--- src/hdl/pbd_pkg.sv ---
// ----------------------------------------------------------------------------
// pbd_pkg
// Shared types, widths, register indexes and filter coefficients of the
// pulse beat detector.
// ----------------------------------------------------------------------------
package pbd_pkg;

    localparam int HISTORY_DEPTH = 32;
    localparam int RING_AW       = $clog2(HISTORY_DEPTH);

    localparam int SAMPLE_W   = 18;
    localparam int DATA_W     = 16;
    localparam int ACC_W      = 32;
    localparam int DIFF_W     = 34;
    localparam int FRAC_BITS  = 15;
    localparam int Z_W        = 33;
    localparam int COEF_W     = 14;
    localparam int PROD_W     = 30;
    localparam int AMP_W      = 15;
    localparam int SHIFT_W    = 4;
    localparam int CFG_IDX_W  = 2;
    localparam int CFG_DATA_W = 15;
    localparam int TAP_W      = 4;

    localparam int NUM_STEPS  = 12;
    localparam int CENTER_TAP = 11;
    localparam int RING_SPAN  = 22;

    localparam logic [CFG_IDX_W-1:0] CFG_AMP_LOW  = 2'd0;
    localparam logic [CFG_IDX_W-1:0] CFG_AMP_HIGH = 2'd1;
    localparam logic [CFG_IDX_W-1:0] CFG_DC_SHIFT = 2'd2;

    localparam logic [AMP_W-1:0]   AMP_LOW_RESET  = 15'd20;
    localparam logic [AMP_W-1:0]   AMP_HIGH_RESET = 15'd1000;
    localparam logic [SHIFT_W-1:0] DC_SHIFT_RESET = 4'd4;

    typedef enum logic [2:0] {
        ST_IDLE,
        ST_DIFF,
        ST_ACC,
        ST_EST,
        ST_MAC,
        ST_FIN
    } state_t;

    typedef struct packed {
        logic             capture;
        logic             do_diff;
        logic             do_acc;
        logic             do_est;
        logic             mac_en;
        logic             fin;
        logic [TAP_W-1:0] rd_idx;
        logic [TAP_W-1:0] mac_idx;
    } pbd_cmd_t;

    typedef struct packed {
        logic out_free;
    } pbd_status_t;

    typedef struct packed {
        logic                  valid;
        logic [CFG_IDX_W-1:0]  index;
        logic [CFG_DATA_W-1:0] data;
    } cfg_wr_t;

    function automatic logic [COEF_W-1:0] fir_coef(input logic [TAP_W-1:0] idx);
        logic [COEF_W-1:0] c;
        case (idx)
            4'd0:    c = 14'd172;
            4'd1:    c = 14'd321;
            4'd2:    c = 14'd579;
            4'd3:    c = 14'd927;
            4'd4:    c = 14'd1360;
            4'd5:    c = 14'd1858;
            4'd6:    c = 14'd2390;
            4'd7:    c = 14'd2916;
            4'd8:    c = 14'd3391;
            4'd9:    c = 14'd3768;
            4'd10:   c = 14'd4012;
            4'd11:   c = 14'd4096;
            default: c = 14'd0;
        endcase
        return c;
    endfunction

endpackage

--- src/hdl/pbd_sample_if.sv ---
// ----------------------------------------------------------------------------
// pbd_sample_if
// Input channel carrying one infrared sample per transaction.
// ----------------------------------------------------------------------------
interface pbd_sample_if;
    logic                          valid;
    logic                          ready;
    logic [pbd_pkg::SAMPLE_W-1:0]  sample;

    modport source (output valid, output sample, input ready);
    modport sink   (input valid, input sample, output ready);
endinterface

--- src/hdl/pbd_result_if.sv ---
// ----------------------------------------------------------------------------
// pbd_result_if
// Output channel carrying one detector result per transaction.
// ----------------------------------------------------------------------------
interface pbd_result_if;
    logic                               valid;
    logic                               ready;
    logic                               beat;
    logic signed [pbd_pkg::DATA_W-1:0]  ac_value;
    logic signed [pbd_pkg::DATA_W-1:0]  dc_estimate;

    modport source (output valid, output beat, output ac_value, output dc_estimate,
                    input ready);
    modport sink   (input valid, input beat, input ac_value, input dc_estimate,
                    output ready);
endinterface

--- src/hdl/pbd_cfg_if.sv ---
// ----------------------------------------------------------------------------
// pbd_cfg_if
// Configuration write channel: register index and write data.
// ----------------------------------------------------------------------------
interface pbd_cfg_if;
    logic                            valid;
    logic                            ready;
    logic [pbd_pkg::CFG_IDX_W-1:0]   index;
    logic [pbd_pkg::CFG_DATA_W-1:0]  data;

    modport source (output valid, output index, output data, input ready);
    modport sink   (input valid, input index, input data, output ready);
endinterface

--- src/hdl/pulse_beat_detector.sv ---
// ----------------------------------------------------------------------------
// pulse_beat_detector
// Heartbeat detector for an infrared pulse signal: DC tracking, 23-tap
// low-pass FIR on the AC part and beat qualification at rising zero crossings.
//
//   Channel   Direction   Transaction carries
//   samples   in          sample
//   results   out         beat, ac_value, dc_estimate
//   cfg       in          index, data (always ready)
//
// An accepted sample steps through the DC update (ST_DIFF, ST_ACC), the ring
// write (ST_EST), the shared multiply-accumulate over the center tap and 11
// tap pairs (ST_MAC) and the load of the output register (ST_FIN). Only back
// in ST_IDLE is the next sample accepted, so samples never overlap in work.
// A result held by a low results.ready stalls the next result and then the input.
// Reset clears the history ring through per-entry valid bits at once.
// ----------------------------------------------------------------------------
module pulse_beat_detector (
    input  logic         clk,
    input  logic         rst_n,
    pbd_sample_if.sink   samples,
    pbd_result_if.source results,
    pbd_cfg_if.sink      cfg
);
    import pbd_pkg::*;

    pbd_cmd_t    cmd;
    pbd_status_t status;
    cfg_wr_t     cfg_wr;

    assign cfg.ready    = 1'b1;
    assign cfg_wr.valid = cfg.valid;
    assign cfg_wr.index = cfg.index;
    assign cfg_wr.data  = cfg.data;

    pbd_ctrl u_ctrl (
        .clk      (clk),
        .rst_n    (rst_n),
        .in_valid (samples.valid),
        .in_ready (samples.ready),
        .status   (status),
        .cmd      (cmd)
    );

    pbd_datapath u_datapath (
        .clk       (clk),
        .rst_n     (rst_n),
        .cmd       (cmd),
        .status    (status),
        .cfg_wr    (cfg_wr),
        .in_sample (samples.sample),
        .out_valid (results.valid),
        .out_ready (results.ready),
        .out_beat  (results.beat),
        .out_ac    (results.ac_value),
        .out_dc    (results.dc_estimate)
    );

endmodule

--- src/hdl/pbd_ram.sv ---
// ----------------------------------------------------------------------------
// pbd_ram
// Generic RAM with one write port and two registered read ports.
// ----------------------------------------------------------------------------
module pbd_ram #(
    parameter int WIDTH = 16,
    parameter int DEPTH = 32
) (
    input  logic                     clk,
    input  logic                     we,
    input  logic [$clog2(DEPTH)-1:0] waddr,
    input  logic [WIDTH-1:0]         wdata,
    input  logic [$clog2(DEPTH)-1:0] raddr_a,
    output logic [WIDTH-1:0]         rdata_a,
    input  logic [$clog2(DEPTH)-1:0] raddr_b,
    output logic [WIDTH-1:0]         rdata_b
);

    logic [WIDTH-1:0] mem [DEPTH];

    always_ff @(posedge clk)
    begin
        if (we)
        begin
            mem[waddr] <= wdata;
        end
        rdata_a <= mem[raddr_a];
        rdata_b <= mem[raddr_b];
    end

endmodule

--- src/hdl/pbd_ctrl.sv ---
// ----------------------------------------------------------------------------
// pbd_ctrl
// Sequencer of the pulse beat detector: steps one sample through the DC
// update, the ring write, the shared multiply-accumulate and the result.
// ----------------------------------------------------------------------------
module pbd_ctrl (
    input  logic                 clk,
    input  logic                 rst_n,
    input  logic                 in_valid,
    output logic                 in_ready,
    input  pbd_pkg::pbd_status_t status,
    output pbd_pkg::pbd_cmd_t    cmd
);
    import pbd_pkg::*;

    state_t           state_reg, state_next;
    logic [TAP_W-1:0] idx_reg, idx_next;

    always_ff @(posedge clk or negedge rst_n)
    begin
        if (!rst_n)
        begin
            state_reg <= ST_IDLE;
            idx_reg   <= '0;
        end
        else
        begin
            state_reg <= state_next;
            idx_reg   <= idx_next;
        end
    end

    always_comb
    begin
        state_next = state_reg;
        idx_next   = idx_reg;
        case (state_reg)
            ST_IDLE:
            begin
                if (in_valid)
                begin
                    state_next = ST_DIFF;
                end
            end
            ST_DIFF:
            begin
                state_next = ST_ACC;
            end
            ST_ACC:
            begin
                state_next = ST_EST;
            end
            ST_EST:
            begin
                idx_next   = '0;
                state_next = ST_MAC;
            end
            ST_MAC:
            begin
                idx_next = idx_reg + TAP_W'(1);
                if (idx_reg == TAP_W'(NUM_STEPS))
                begin
                    state_next = ST_FIN;
                end
            end
            ST_FIN:
            begin
                if (status.out_free)
                begin
                    state_next = ST_IDLE;
                end
            end
            default:
            begin
                state_next = ST_IDLE;
            end
        endcase
    end

    always_comb
    begin
        in_ready    = 1'b0;
        cmd         = '0;
        cmd.rd_idx  = idx_reg;
        cmd.mac_idx = idx_reg - TAP_W'(1);
        case (state_reg)
            ST_IDLE:
            begin
                in_ready    = 1'b1;
                cmd.capture = in_valid;
            end
            ST_DIFF:
            begin
                cmd.do_diff = 1'b1;
            end
            ST_ACC:
            begin
                cmd.do_acc = 1'b1;
            end
            ST_EST:
            begin
                cmd.do_est = 1'b1;
            end
            ST_MAC:
            begin
                cmd.mac_en = (idx_reg != '0);
            end
            ST_FIN:
            begin
                cmd.fin = status.out_free;
            end
            default:
            begin
                in_ready = 1'b0;
            end
        endcase
    end

endmodule

--- src/hdl/pbd_datapath.sv ---
// ----------------------------------------------------------------------------
// pbd_datapath
// DC tracker, AC history ring, shared FIR multiply-accumulate, zero-crossing
// amplitude tracking, configuration registers and the result register.
// ----------------------------------------------------------------------------
module pbd_datapath (
    input  logic                                clk,
    input  logic                                rst_n,
    input  pbd_pkg::pbd_cmd_t                   cmd,
    output pbd_pkg::pbd_status_t                status,
    input  pbd_pkg::cfg_wr_t                    cfg_wr,
    input  logic [pbd_pkg::SAMPLE_W-1:0]        in_sample,
    output logic                                out_valid,
    input  logic                                out_ready,
    output logic                                out_beat,
    output logic signed [pbd_pkg::DATA_W-1:0]   out_ac,
    output logic signed [pbd_pkg::DATA_W-1:0]   out_dc
);
    import pbd_pkg::*;

    function automatic logic [RING_AW-1:0] ring_addr(input logic [RING_AW-1:0] wp,
                                                     input logic [RING_AW:0] back);
        logic [RING_AW:0] base;
        base = {1'b0, wp};
        if (base < back)
        begin
            base = base + (RING_AW+1)'(HISTORY_DEPTH);
        end
        return RING_AW'(base - back);
    endfunction

    logic [AMP_W-1:0]          amp_low_reg;
    logic [AMP_W-1:0]          amp_high_reg;
    logic [SHIFT_W-1:0]        dc_shift_reg;

    logic [DATA_W-1:0]         s_reg;
    logic signed [ACC_W-1:0]   diff_reg;
    logic signed [ACC_W-1:0]   acc_reg;
    logic signed [DATA_W-1:0]  est_reg;
    logic signed [Z_W-1:0]     z_reg, z_next;
    logic [RING_AW-1:0]        wp_reg, wp_next;
    logic [HISTORY_DEPTH-1:0]  valid_reg;
    logic                      va_reg;
    logic                      vb_reg;

    logic signed [DATA_W-1:0]  filt_reg, cmax_reg, cmin_reg;
    logic                      pos_reg, neg_reg;
    logic signed [DATA_W-1:0]  cmax_next, cmin_next;
    logic                      pos_next, neg_next, beat_next;

    logic                      out_valid_reg;
    logic                      out_beat_reg;
    logic signed [DATA_W-1:0]  out_ac_reg;
    logic signed [DATA_W-1:0]  out_dc_reg;

    logic signed [DIFF_W-1:0]  s_shift, acc_ext, diff_full, diff_shr;
    logic signed [DATA_W-1:0]  est_now, ac_now;
    logic [RING_AW:0]          back_a, back_b;
    logic [RING_AW-1:0]        addr_a, addr_b;
    logic [DATA_W-1:0]         rdata_a, rdata_b;
    logic signed [DATA_W-1:0]  ha, hb, pair, operand;
    logic signed [COEF_W-1:0]  coef_s;
    logic signed [PROD_W-1:0]  prod;
    logic signed [DATA_W-1:0]  cur, amp;
    logic                      rising, falling;

    // DC tracker.
    assign s_shift   = $signed({3'b000, s_reg, {FRAC_BITS{1'b0}}});
    assign acc_ext   = DIFF_W'(acc_reg);
    assign diff_full = s_shift - acc_ext;
    assign diff_shr  = diff_full >>> dc_shift_reg;
    assign est_now   = acc_reg[FRAC_BITS+DATA_W-1:FRAC_BITS];
    assign ac_now    = $signed(s_reg - est_now);

    // History ring reads for the current tap pair.
    assign back_a = (RING_AW+1)'(cmd.rd_idx);
    assign back_b = (RING_AW+1)'(RING_SPAN) - back_a;
    assign addr_a = ring_addr(wp_reg, back_a);
    assign addr_b = ring_addr(wp_reg, back_b);

    pbd_ram #(
        .WIDTH (DATA_W),
        .DEPTH (HISTORY_DEPTH)
    ) u_ring (
        .clk     (clk),
        .we      (cmd.do_est),
        .waddr   (wp_reg),
        .wdata   (ac_now),
        .raddr_a (addr_a),
        .rdata_a (rdata_a),
        .raddr_b (addr_b),
        .rdata_b (rdata_b)
    );

    // Shared multiply-accumulate. The center tap enters alone.
    assign ha      = va_reg ? $signed(rdata_a) : '0;
    assign hb      = vb_reg ? $signed(rdata_b) : '0;
    assign pair    = ha + hb;
    assign operand = (cmd.mac_idx == TAP_W'(CENTER_TAP)) ? ha : pair;
    assign coef_s  = $signed(fir_coef(cmd.mac_idx));
    assign prod    = PROD_W'(operand) * PROD_W'(coef_s);

    always_comb
    begin
        z_next = z_reg;
        if (cmd.do_est)
        begin
            z_next = '0;
        end
        else if (cmd.mac_en)
        begin
            z_next = z_reg + Z_W'(prod);
        end
    end

    // Zero-crossing amplitude tracking.
    assign cur     = z_reg[FRAC_BITS+DATA_W-1:FRAC_BITS];
    assign amp     = cmax_reg - cmin_reg;
    assign rising  = (filt_reg < 0) && (cur >= 0);
    assign falling = (filt_reg > 0) && (cur <= 0);

    always_comb
    begin
        pos_next  = pos_reg;
        neg_next  = neg_reg;
        cmax_next = cmax_reg;
        cmin_next = cmin_reg;
        beat_next = 1'b0;
        if (rising)
        begin
            pos_next  = 1'b1;
            neg_next  = 1'b0;
            cmax_next = '0;
            beat_next = (amp > $signed({1'b0, amp_low_reg}))
                     && (amp < $signed({1'b0, amp_high_reg}));
        end
        if (falling)
        begin
            pos_next  = 1'b0;
            neg_next  = 1'b1;
            cmin_next = '0;
        end
        if (pos_next && (cur > filt_reg))
        begin
            cmax_next = cur;
        end
        if (neg_next && (cur < filt_reg))
        begin
            cmin_next = cur;
        end
    end

    assign wp_next = (wp_reg == RING_AW'(HISTORY_DEPTH - 1)) ? '0 : wp_reg + RING_AW'(1);

    always_ff @(posedge clk or negedge rst_n)
    begin
        if (!rst_n)
        begin
            amp_low_reg   <= AMP_LOW_RESET;
            amp_high_reg  <= AMP_HIGH_RESET;
            dc_shift_reg  <= DC_SHIFT_RESET;
            acc_reg       <= '0;
            wp_reg        <= '0;
            valid_reg     <= '0;
            va_reg        <= 1'b0;
            vb_reg        <= 1'b0;
            filt_reg      <= '0;
            cmax_reg      <= '0;
            cmin_reg      <= '0;
            pos_reg       <= 1'b0;
            neg_reg       <= 1'b0;
            out_valid_reg <= 1'b0;
        end
        else
        begin
            if (cfg_wr.valid)
            begin
                case (cfg_wr.index)
                    CFG_AMP_LOW:  amp_low_reg  <= cfg_wr.data;
                    CFG_AMP_HIGH: amp_high_reg <= cfg_wr.data;
                    CFG_DC_SHIFT: dc_shift_reg <= cfg_wr.data[SHIFT_W-1:0];
                    default:      amp_low_reg  <= amp_low_reg;
                endcase
            end
            if (cmd.do_acc)
            begin
                acc_reg <= acc_reg + diff_reg;
            end
            if (cmd.do_est)
            begin
                valid_reg[wp_reg] <= 1'b1;
            end
            va_reg <= valid_reg[addr_a];
            vb_reg <= valid_reg[addr_b];
            if (cmd.fin)
            begin
                wp_reg   <= wp_next;
                filt_reg <= cur;
                cmax_reg <= cmax_next;
                cmin_reg <= cmin_next;
                pos_reg  <= pos_next;
                neg_reg  <= neg_next;
            end
            if (cmd.fin)
            begin
                out_valid_reg <= 1'b1;
            end
            else if (out_ready)
            begin
                out_valid_reg <= 1'b0;
            end
        end
    end

    always_ff @(posedge clk)
    begin
        if (cmd.capture)
        begin
            s_reg <= in_sample[DATA_W-1:0];
        end
        if (cmd.do_diff)
        begin
            diff_reg <= diff_shr[ACC_W-1:0];
        end
        if (cmd.do_est)
        begin
            est_reg <= est_now;
        end
        z_reg <= z_next;
        if (cmd.fin)
        begin
            out_beat_reg <= beat_next;
            out_ac_reg   <= cur;
            out_dc_reg   <= est_reg;
        end
    end

    assign status.out_free = !out_valid_reg || out_ready;
    assign out_valid       = out_valid_reg;
    assign out_beat        = out_beat_reg;
    assign out_ac          = out_ac_reg;
    assign out_dc          = out_dc_reg;

endmodule

--- src/flat_wrapper.sv ---
// flat-port wrapper written by rule: the top's interface ports become plain ports
module pulse_beat_detector_flat import pbd_pkg::*;
  (clk, rst_n, samples_valid, samples_sample, samples_ready, results_valid, results_beat, results_ac_value, results_dc_estimate, results_ready, cfg_valid, cfg_index, cfg_data, cfg_ready);
  pbd_sample_if samples_i ();
  pbd_result_if results_i ();
  pbd_cfg_if cfg_i ();
  input  logic clk;
  input  logic rst_n;
  input wire logic [$bits(samples_i.valid)-1:0] samples_valid;
  input wire logic [$bits(samples_i.sample)-1:0] samples_sample;
  output wire logic [$bits(samples_i.ready)-1:0] samples_ready;
  output wire logic [$bits(results_i.valid)-1:0] results_valid;
  output wire logic [$bits(results_i.beat)-1:0] results_beat;
  output wire logic [$bits(results_i.ac_value)-1:0] results_ac_value;
  output wire logic [$bits(results_i.dc_estimate)-1:0] results_dc_estimate;
  input wire logic [$bits(results_i.ready)-1:0] results_ready;
  input wire logic [$bits(cfg_i.valid)-1:0] cfg_valid;
  input wire logic [$bits(cfg_i.index)-1:0] cfg_index;
  input wire logic [$bits(cfg_i.data)-1:0] cfg_data;
  output wire logic [$bits(cfg_i.ready)-1:0] cfg_ready;
  assign samples_i.valid = samples_valid;
  assign samples_i.sample = samples_sample;
  assign samples_ready = samples_i.ready;
  assign results_valid = results_i.valid;
  assign results_beat = results_i.beat;
  assign results_ac_value = results_i.ac_value;
  assign results_dc_estimate = results_i.dc_estimate;
  assign results_i.ready = results_ready;
  assign cfg_i.valid = cfg_valid;
  assign cfg_i.index = cfg_index;
  assign cfg_i.data = cfg_data;
  assign cfg_ready = cfg_i.ready;
  pulse_beat_detector u_core (.clk(clk), .rst_n(rst_n), .samples(samples_i), .results(results_i), .cfg(cfg_i));
endmodule
--- config.mk ---
export PLATFORM = sky130hd
export DESIGN_NAME = pulse_beat_detector_flat
export DESIGN_NICKNAME = d
export VERILOG_FILES = /design/src/hdl/pbd_pkg.sv /design/src/hdl/pbd_sample_if.sv /design/src/hdl/pbd_result_if.sv /design/src/hdl/pbd_cfg_if.sv /design/src/hdl/pulse_beat_detector.sv /design/src/hdl/pbd_ram.sv /design/src/hdl/pbd_ctrl.sv /design/src/hdl/pbd_datapath.sv /design/src/flat_wrapper.sv
export SDC_FILE = /design/constraint.sdc
export NUM_CORES = 2
export LEC_CHECK = 0
export ABC_AREA = 1
export ABC_CLOCK_PERIOD_IN_PS = 9000
export BUFFER_PORTS_ARGS = -buffer_cell sky130_fd_sc_hd__buf_2
export CORE_ASPECT_RATIO = 0.7
export CORE_MARGIN = 2
export CORE_UTILIZATION = 34
export DETAILED_ROUTE_END_ITERATION = 8
export PLACE_DENSITY_LB_ADDON = 0.1
export REMOVE_ABC_BUFFERS = 1
export SYNTH_ARGS = -nofsm -noshare
export SYNTH_HDL_FRONTEND = slang
export SYNTH_SLANG_ARGS = --single-unit
--- constraint.sdc ---
create_clock -name clk -period 9 [get_ports clk]
set_input_delay 1.8 -clock clk [delete_from_list [all_inputs] [get_ports clk]]
set_output_delay 1.8 -clock clk [all_outputs]
set_load 0.02 [all_outputs]
==> metrics.txt <==
Iteration-0 DRC Markers 4,199; post-route insts no fill 8,033; Post-synth top cells nand2_1 (1,467), inv_1 (715), edfxtp_1 (609); proportion of layout cells with a drive suffix above 1 7.779%; Hold Path Depth 0; Total Wirelength 182,100 um; starting density of the core 34.29%; final period utilization 94.03%; CP required 9560 ps; Final #Nets 6,451; CP most frequent cell inv_1; max reg flops 512; P&R area growth vs syn 11.68%; Seq/Total Area, Yosys 45.06%; final-report hold violation count 0; Synth Flop Type edfxtp_1; root buf cell clkbuf_16; fmax 118.2 MHz; type of origin of the critical path flop; Hold WC Path Type flop to flop; max-cap violations 0; Worst setup EP type flop; largest cells by area after synthesis edfxtp_1 (35%), nand2_1 (10%), fa_1 (9.6%); asr flop ratio synth 19.52%; CTS tree built; Worst Reg-to-Reg Cells 29; die width 473.5 um; syn_area_per_cell 8.853 um2; routed wl met3 18,600 um; RSZ-0062 raised after global routing no; core footprint 153,000 um2; design area 58,580 um2; Worst-path clk slew 60 ps; Post-synth EDFFs 609; Crit Path Max Fanout 14; row cnt 120; endpoints failing setup 0; Worst Setup Path Type flop to flop; final critical-path required period 8462 ps; TritonCTS Buffers 91; most flop-heavy register u_core.u_datapath.u_ring.mem; DRT Pass-1 Iters 6; initial antenna violation count 14; Mapped Area 52,460 um2; Ports 76; R2R Path End u_core.u_datapath.z_reg[26]; vias in the first global route 40.07k; Worst slew margin 11.18%; clk sink count 835; DR DRC count 0; Clock Latency Late Sink 750 ps; HPWL after DPL 129,500 um; drt via density 5.151; Unique masters post-synth 67; Post-DRT Antenna Nets 0; Final GP Congestion 0.9123; M1 wire length 90,650 um; pre-CTS setup slack 679.7 ps; DIE HEIGHT 332.6 um; CTS max path bufs 3; status completed; Least-Margin Pin Slew 1332 ps; via count 41.37k; DR WL/cell 22.67 um; top-area cell type share of the netlist area 34.86%; hold path start u_core.u_datapath.est_reg[3]; most common cell in the netlist nand2_1; top routing layer in use met5; biggest cell delay along the critical path 1020 ps; met2 WL 69,660 um; CP max-delay cell fa_1; Port Buffers 72; global route overflow 0; H-tree levels 3; post-route setup slack 537.6 ps; CP arrival 9020 ps; WHS Endpoint u_core.u_datapath.out_dc[3]; largest net degree at the start of global routing 145; flops & latches, synth 835; Area after DPL 55,500 um2; post_cts resized 0; Syn Inst Count 5,925; Synth area leader edfxtp_1; Placed Instances 7,861; fin. max-slew vios 0; Ys Warns 0; GRT Util Overall 23.01%; first-pass GRT wire length 268,900 um; r2r startpoint u_core.u_ctrl.idx_reg[0]; skew final 89.90 ps; DIE AREA 157,500 um2; post-CTS setup buffers 0; reg-to-reg slack, setup 540 ps; # hold bufs at CTS 0
## cell type report
type | instances | area (um2)
well taps | 2013 | 2519
fillers | 15480 | 94420
flip-flops and latches | 835 | 23640
repair buffers | 165 | 1130
multi-input cells | 4107 | 25420
clock inverters | 48 | 580.6
inverters | 741 | 2793
diodes | 4 | 10.01
clock buffers | 120 | 2487
## layout by cell type (no fill, tap or decap), drive strengths merged, types with 62 or more instances in the layout
| master | instances |
|---|---|
| dfrtp | 154 |
| o211ai | 71 |
| xor2 | 62 |
| edfxtp | 609 |
| dfxtp | 63 |
| a21oi | 217 |
| buf | 164 |
| clkbuf | 121 |
| inv | 737 |
| nand3 | 341 |
| nand2 | 1483 |
| fa | 252 |
| ha | 218 |
| o22ai | 72 |
| o21ai | 574 |
| nor2 | 506 |
## logic make-up after synthesis
| family | after synthesis | synth area share [%] |
|---|---|---|
| and+or+nand+nor | 2454 | 19.11 |
| xor gates and xnor gates | 98 | 1.694 |
| DFF | 835 | 45.06 |
| muxes | 43 | 0.8205 |
| other | 1 | 0.007149 |
| adders and majority gates | 470 | 14.82 |
| buffers and inverters | 983 | 7.313 |
| AOI/OAI and AO/OA | 1041 | 11.17 |
## critical path: cells and delay by family (launching register included)
kind	cells	cell delay, ps
AND/OR/NAND/NOR	6	1290
AO/OA/AOI/OAI	6	1170
buffers and inverters	8	880
flip-flops	1	510
adder cells (fa/ha/maj)	9	4430
## worst max-delay path by stage
| stage | from | end | slack, ps | cells past startpoint |
|---|---|---|---|---|
| 5_1_grt | u_core.u_ctrl.idx_reg[0] | u_core.u_datapath.z_reg[27] | 60 | 29 |
| 3_3_place_gp | u_core.u_datapath.va_reg | u_core.u_datapath.z_reg[26] | 690 | 32 |
| 6_report | u_core.u_ctrl.idx_reg[0] | u_core.u_datapath.z_reg[26] | 540 | 29 |
| 2_1_floorplan | u_core.u_datapath.wp_reg[0] | u_core.u_datapath.u_ring.rdata_b[13] | -1600 | 11 |
| 3_5_place_dp | u_core.u_datapath.va_reg | u_core.u_datapath.z_reg[27] | 680 | 30 |
| 4_1_cts | u_core.u_datapath.va_reg | u_core.u_datapath.z_reg[26] | 560 | 32 |
## per-layer routing
layer,global-route usage [%],up-vias
met3,8.125,178
met4,4.269,8
li1,-,19670
met5,0,-
met1,35.37,20200
met2,30.67,1324
## through the flow
stage / hold slack [ps] / utilization (%) / TNS, ps
after global placement: 407.0 / 36.27 / 0
after CTS: 421.5 / 38.28 / 0
final: 419.0 / 38.29 / 0
after floorplan: 400.3 / - / -48900
after global routing: 423.3 / 38.29 / 0
after detailed placement: 406.2 / 36.27 / 0
Power is not shown: default switching activity piles up to over one toggle a cycle in this logic, so the estimate is an artifact.
